==> src/hdl/gbk_pkg.sv <==
// Shared types and constants for the group-by-key block.
// Holds field widths, operation and status codes, FSM states and the
// token and write-command structs used between the top level and its cells.
`default_nettype none

package gbk_pkg;

  // Default table geometry
  localparam int MAX_GROUPS_DEF    = 16;
  localparam int MAX_PER_GROUP_DEF = 64;

  // Transfer field widths
  localparam int OP_W    = 2;
  localparam int KEY_W   = 32;
  localparam int ITEM_W  = 16;
  localparam int GSEL_W  = 4;
  localparam int PSEL_W  = 6;
  localparam int ST_W    = 2;
  localparam int GIDX_W  = 10;
  localparam int GTOT_W  = 5;
  localparam int ITOT_W  = 11;
  localparam int GSIZE_W = 7;

  localparam int IN_DATA_W  = 64;
  localparam int OUT_DATA_W = 96;

  typedef enum logic [OP_W-1:0] {
    OP_CLEAR  = 2'd0,
    OP_INSERT = 2'd1,
    OP_READ   = 2'd2
  } op_t;

  typedef enum logic [ST_W-1:0] {
    ST_OK       = 2'd0,
    ST_NO_GROUP = 2'd1,
    ST_FULL     = 2'd2,
    ST_RANGE    = 2'd3
  } status_t;

  typedef enum logic [1:0] {
    S_IDLE,
    S_RUN,
    S_DONE
  } state_t;

  // Request token that walks the cell chain, one cell per cycle
  typedef struct packed {
    logic              valid;
    logic [OP_W-1:0]   op;
    logic [KEY_W-1:0]  key;
    logic [GSEL_W-1:0] gsel;
    logic [PSEL_W-1:0] psel;
    logic              found;   // key matched, or selected group is in use
    logic              full;    // matched group has no room left
    logic              pos_ok;  // selected position is below the group count
    logic [GSEL_W-1:0] grp;     // matched group, low bits
    logic [GIDX_W-1:0] cnt_lo;  // count of matched/selected group, low bits
    logic [GIDX_W-1:0] prefix;  // counts of earlier groups, low bits
    logic [KEY_W-1:0]  gkey;    // key of selected group
  } tok_t;

  // Table update broadcast to every cell
  typedef struct packed {
    logic             clear;
    logic             inc;   // bump the count of the matched cell
    logic             open;  // claim the first free cell
    logic [KEY_W-1:0] key;
  } wr_t;

endpackage

`default_nettype wire

==> src/hdl/gbk_cell.sv <==
// One group slot of the chain: key, item count and in-use flag.
// Updates the passing request token and hands it to the next cell.
// Depends on gbk_pkg.
`default_nettype none

module gbk_cell #(
  parameter int MAX_PER_GROUP = gbk_pkg::MAX_PER_GROUP_DEF,
  parameter int CELL_IDX      = 0,
  parameter int CW            = $clog2(MAX_PER_GROUP + 1)
) (
  input  wire logic          clk,
  input  wire logic          rst,
  input  wire gbk_pkg::tok_t tok_in,
  output      gbk_pkg::tok_t tok_out,
  input  wire gbk_pkg::wr_t  wr,
  input  wire logic          prev_used,
  output      logic          used,
  output      logic          match
);

  logic [gbk_pkg::KEY_W-1:0]  ckey;
  logic [CW-1:0]              count;
  logic [gbk_pkg::GIDX_W-1:0] cnt_ext;
  logic                       op_ins;
  logic                       op_rd;
  logic                       key_hit;
  logic                       sel_here;
  logic                       below_sel;
  gbk_pkg::tok_t              tok_next;

  assign cnt_ext   = gbk_pkg::GIDX_W'(count);
  assign op_ins    = tok_in.valid && (tok_in.op == gbk_pkg::OP_INSERT);
  assign op_rd     = tok_in.valid && (tok_in.op == gbk_pkg::OP_READ);
  assign key_hit   = op_ins && used && !tok_in.found && (tok_in.key == ckey);
  assign sel_here  = op_rd && (int'(tok_in.gsel) == CELL_IDX);
  assign below_sel = op_rd && (CELL_IDX < int'(tok_in.gsel));

  // Match the key, select the read group, and accumulate earlier counts
  always_comb begin
    tok_next = tok_in;
    if (key_hit) begin
      tok_next.found  = 1'b1;
      tok_next.grp    = gbk_pkg::GSEL_W'(CELL_IDX);
      tok_next.cnt_lo = cnt_ext;
      tok_next.full   = (int'(count) >= MAX_PER_GROUP);
    end else if ((op_ins && !tok_in.found) || below_sel) begin
      tok_next.prefix = tok_in.prefix + cnt_ext;
    end
    if (sel_here) begin
      tok_next.found  = used;
      tok_next.cnt_lo = cnt_ext;
      tok_next.gkey   = ckey;
      tok_next.pos_ok = (int'(tok_in.psel) < int'(count));
    end
  end

  // Pass the token on
  always_ff @(posedge clk) begin
    if (rst) begin
      tok_out.valid <= 1'b0;
    end else begin
      tok_out <= tok_next;
    end
  end

  // Remember whether the last request through here was an insert that matched here
  always_ff @(posedge clk) begin
    if (rst) begin
      match <= 1'b0;
    end else if (tok_in.valid) begin
      match <= key_hit;
    end
  end

  // Apply table updates
  always_ff @(posedge clk) begin
    if (rst) begin
      used  <= 1'b0;
      count <= '0;
    end else if (wr.clear) begin
      used  <= 1'b0;
      count <= '0;
    end else if (wr.inc && match) begin
      count <= count + CW'(1);
    end else if (wr.open && !used && prev_used) begin
      used  <= 1'b1;
      count <= CW'(1);
    end
  end

  always_ff @(posedge clk) begin
    if (wr.open && !used && prev_used && !wr.clear) begin
      ckey <= wr.key;
    end
  end

endmodule

`default_nettype wire

==> config.mk <==
export PLATFORM = sky130hd
export DESIGN_NAME = gbk_cell
export DESIGN_NICKNAME = d
export VERILOG_FILES = /design/src/hdl/gbk_pkg.sv /design/src/hdl/gbk_cell.sv
export SDC_FILE = /design/constraint.sdc
export NUM_CORES = 1
export LEC_CHECK = 0
export BUFFER_PORTS_ARGS = -buffer_cell sky130_fd_sc_hd__buf_2
export CAP_MARGIN = 30
export CELL_PAD_IN_SITES_DETAIL_PLACEMENT = 0
export CELL_PAD_IN_SITES_GLOBAL_PLACEMENT = 2
export CORE_ASPECT_RATIO = 1.4
export CORE_MARGIN = 1.5
export CORE_UTILIZATION = 29
export DETAILED_ROUTE_END_ITERATION = 8
export PLACE_DENSITY_LB_ADDON = 0.1
export SYNTH_ARGS = -nofsm -noshare
export SYNTH_HDL_FRONTEND = slang
export SYNTH_SLANG_ARGS = --single-unit
==> constraint.sdc <==
create_clock -name clk -period 2.75 [get_ports clk]
set_input_delay 0.275 -clock clk [delete_from_list [all_inputs] [get_ports clk]]
set_output_delay 0.275 -clock clk [all_outputs]
set_load 0.03 [all_outputs]
# After elaboration in Yosys (flattened, before gate mapping)
# Cells that the tools add are included.
[classes] addsub=2 n_eq_ne=3 n_reduce_logical=21 mux=10 magnitude_cmp=3 bitwise=1
[op_table] cell="equality test 32 bit" count=1
[op_table] cell="two-way mux 32 bit" count=1
[op_table] cell="two-way mux 7 bit" count=4
[op_table] cell="two-way mux 10 bit" count=2
[op_table] cell="logical AND 1 bit" count=12
[op_table] cell="adder 10 x 7 -> 10 bit" count=1
[op_table] cell="adder 7 x 1 -> 7 bit (second input constant)" count=1
[op_table] cell="greater-or-equal comparator 7 bit (second input constant)" count=1
[op_table] cell="< comparator 6 x 7 -> 1 bit" count=1
[op_table] cell="zero test 4 bit" count=1
[op_table] cell="< comparator 1 x 4 -> 1 bit (first input constant)" count=1
[op_table] cell="OR reduction 2 bit" count=2
[op_table] cell="zero test 1 bit" count=3
[op_table] cell="equality test 2 x 1 -> 1 bit (second input constant)" count=1
[op_table] cell="equality test 2 bit (second input constant)" count=1
[op_table] cell="two-way mux 1 bit" count=2
[op_table] cell="two-way mux 2 bit" count=1
[op_table] cell="AND reduction 2 bit" count=1
[op_table] cell="nonzero test 2 bit" count=1
[op_table] cell="logical OR 1 bit" count=1
[op_table] cell="inverter 1 bit" count=1
[totals] ff_bits=145 input_bits=142 output_inout_bits=106 word_cells=57

# Depth between registers and ports, before layout
[logic_depth] word_depth=7 ltp_mapped=8 mapped_depth_nobuf=8

# Least setup slack after synthesis
# Ideal clock, no wire load.
[synth_path] path_type="input -> register" startpoint="input port rst" endpoint="register tok_out[0] in the netlist's numbering, enable pin" path_stages=1 t_arrival_ps=2267 required_time_ps=2294 n_path_buf=0 setup_ps=456 setup_slack_ps=28 cell_sequence="inv_1"
[synth_lines] item="start: declaration" line_no="gbk_cell.sv:12" text="input wire logic rst,"
[synth_lines] item="end signal: assignment" line_no="gbk_cell.sv:62" text="tok_out <= tok_next;"
[synth_lines] item="end: declaration" line_no="gbk_cell.sv:14" text="output gbk_pkg::tok_t tok_out,"
# No word-level cell between the ends.

==> flow_metrics.py <==
metrics = {
    "global_route": {
        "grt_max_degree": 47,
        "grt_util_all_layers_pct": 14.9,
        "overflow": 0,
        "grt_first_pass_wirelength_um": 23400,
        "grt_pass1_vias": 4284,
        "antenna_found_initial": 3,
    },
    "floorplan": {
        "io_pins": 248,
        "rows": 61,
        "die_h_um": 173,
        "coreArea_um2": 20000,
        "start_util_pct": 29.8,
        "die_w_um": 124,
        "die-area_um2": 21400,
    },
    "sta": {
        "rsz0062_at_grt": "no",
        "holdWs_ns": 0.0265,
        "finalMaxSlewViolations": 0,
        "fin_crit_sh_pct": 92.7,
        "hold_viol": 0,
        "layout_setup_ws_ns": 0.200,
        "fin_tns_setup_ns": 0,
        "setup_viol": 0,
        "max-slew-margin-rel_pct": 53.8,
        "skew_ns": 0.00702,
        "fin_crit_ns": 2.55,
        "timing.fmax_mhz": 392,
        "tightest_slew_ns": 0.693,
    },
    "yosys": {
        "ys_ff_latch": 145,
        "syn_avg_cell_area_um2": 16.9,
        "yosysTopAreaCell": "edfxtp_1",
        "syn_nets": 508,
        "synth_area_leaders": "edfxtp_1 (68%), mux2_2 (7.9%), xnor2_1 (3.7%)",
        "yosysSeqAreaShare_pct": 71.4,
        "synth_ff_type": "edfxtp_1",
        "synthArstFlopShare_pct": 0,
        "synth_cells": 352,
        "synth_edf_count": 135,
        "synth_area_um2": 5960,
        "synthDistinctLibCells": 36,
        "synth_top_area_share_pct": 68.0,
        "synth_warnings": 0,
    },
    "cts": {
        "clk_latency_ns": 0.42,
        "cts.reportedPaths.clkPinSlew_ns": 0.07,
        "cts.sinks": 145,
        "clk_path_buf_depth": 2,
        "htreeDepth": 4,
        "ctsResizeCount": 0,
        "cts_tree": "done",
        "hold_buffers": 1,
        "cts_setup_buffers": 0,
        "clock-root-buffer": "clkbuf_16",
        "cts_buffers": 17,
    },
    "critical_path": {
        "reg2reg_to": "tok_out[37]",
        "crit_type": "reg2reg",
        "crit_chain": "xor2_1 -> nor4_1 -> nand3_1 -> o31a_1 -> mux2_4",
        "cp-end-kind": "flip-flop",
        "cpPeakStageDelay_ns": 0.60,
        "r2r_slack_ns": 0.20,
        "slowest_stage": "o31a_1",
        "cp.required_ns": 2.92,
        "r2r_start": "ckey[5]",
        "reg2regPathDepth": 5,
        "worstPathArrival_ns": 2.72,
        "cp_max_fo": 11,
        "critPathLaunchType": "flip-flop",
    },
    "detailed_routing": {
        "drcViolationCount": 0,
        "drt-total-wl_um": 15600,
        "vias_per_cell": 4.40,
        "vias": 3910,
        "dr.pass1.iters": 4,
        "wl_per_cell_um": 17.5,
        "ant_nets": 0,
        "first_iter_violations": 141,
    },
    "power": {
        "total_power_mw": 5.72,
        "ir_worst_vdd_uv": 381,
        "pwr_density_cell_nw_per_um2": 696,
        "power.leakage_nw": 3.36,
    },
    "finish": {
        "fin_nets": 780,
        "drive_gt1_share_pct": 53.5,
        "n_fill_cell": 1962,
        "final_cells": 889,
        "area_growth_pct": 37.8,
        "diodes": 0,
    },
    "hold_path": {
        "hold_end": "ckey[25]",
        "hold_class": "in2reg",
        "hold_depth": 1,
        "hold_path.startpoint": "wr[25]",
    },
    "placement": {
        "dp.final_hpwl_um": 11900,
        "place.port_buffers": 247,
        "gp_congestion": 0.758,
        "dp_slack_ns": 0.135,
        "place_inst": 855,
    },
    "run_status": {
        "status": "complete, no violations",
    },
    "flow_run": {
        "maxCapViolCount": 0,
    },
}
-- sequential cells by signal, indices dropped and copies added (netlist names) --
| signal | cells |
|---|---|
| tok_out | 104 |
| ckey | 32 |
| used | 1 |
| match | 1 |
| count | 7 |
-- synthesized netlist by cell type (all sizes together) (4+ instances only) --
library cell  count
edfxtp          135
nor2              7
xor2             16
nor3              7
inv              10
o21ai             7
a21o              6
dfxtp            10
xnor2            25
nand4             9
nand2             5
ha               13
mux2             47
buf               5
nand3             7
nand2b            4
and2              7
nor4              6
a21oi            10
-- cell families after synthesis --
kind of cell / after synthesis / share of synthesized area (%)
xor+xnor: 41 / 6.03
buf+inv: 15 / 1.16
fa+ha+maj: 14 / 3.07
compound gates: 29 / 2.98
mux: 47 / 9.20
simple gates: 61 / 6.17
flops: 145 / 71.4
-- routing by layer --
metal  GRT usage (%)  vias to the layer above  part of all wire, %
met2            26.8                      162                   54
met3            6.50                       14                  9.5
met1            15.3                     1843                   35
li1                -                     1889                    -
met4            4.69                        2                  1.2
met5               0                        -                0.064
-- per-stage QoR --
| step | utilization, % | area, um^2 |
|---|---|---|
| after floorplan | - | 5960 |
| after global placement | 37.9 | 7570 |
| after detailed placement | 37.9 | 7570 |
| after CTS | 41.0 | 8200 |
| after global routing | 41.1 | 8210 |
| final | 41.1 | 8210 |
-- area by class of cell --
type                    instances  area (um^2)  area share, %
flip-flops and latches        145         4250           51.8
multi-input cells             192         1640           20.0
repair buffers                258         1340           16.3
clock buffers                  18          429           5.23
well taps                     252          315           3.84
clock inverters                14          194           2.36
inverters                      10         40.0          0.488
-- critical path: cells and delay by family (launching register included) --
| family | cells | cell delay, ns |
|---|---|---|
| AOI/OAI and AO/OA | 1 | 0.60 |
| xor gates and xnor gates | 1 | 0.16 |
| DFF | 1 | 0.40 |
| muxes | 1 | 0.37 |
| and+or+nand+nor | 2 | 0.76 |
-- cells in the final DEF (no fill, tap or decap), types with 5 or more instances in the layout --
master     netlist  routed
xor2_1          16      16
mux2_2          42      42
nor3_1           6       6
dfxtp_1         10      10
and2_1           7       7
nand2_1          5       5
buf_2            4     247
nand3_1          7       7
nand4_1          9       9
buf_4            0       8
xnor2_1         25      25
a21oi_1         10      10
nor2_1           6       5
inv_1           10       9
clkbuf_16        0      17
edfxtp_1       135     135
mux2_4           5       5
o21ai_0          7       7
a21o_1           6       6
nor4_1           6       6
ha_1            13      13
-- report_power, final --
part / internal [mW] / switching (mW) / leakage (nW)
Combinational: 0.233 / 0.436 / 1.67
Clock: 1.46 / 0.981 / 0.306
Sequential: 2.57 / 0.0367 / 1.38
-- worst max-delay path by stage --
| stage | from | endpoint | slack, ns | depth (start not counted) |
|---|---|---|---|---|
| after global routing | ckey[6] | tok_out[38] | 0.007 | 5 |
| after floorplan | rst | tok_out[0] | 0.03 | 1 |
| after global placement | tok_in[74] | tok_out[35] | 0.19 | 6 |
| after CTS | ckey[5] | tok_out[37] | 0.13 | 5 |
| final | ckey[5] | tok_out[37] | 0.20 | 5 |
| after detailed placement | tok_in[74] | tok_out[36] | 0.13 | 6 |
(Power assumes the default switching activity.)
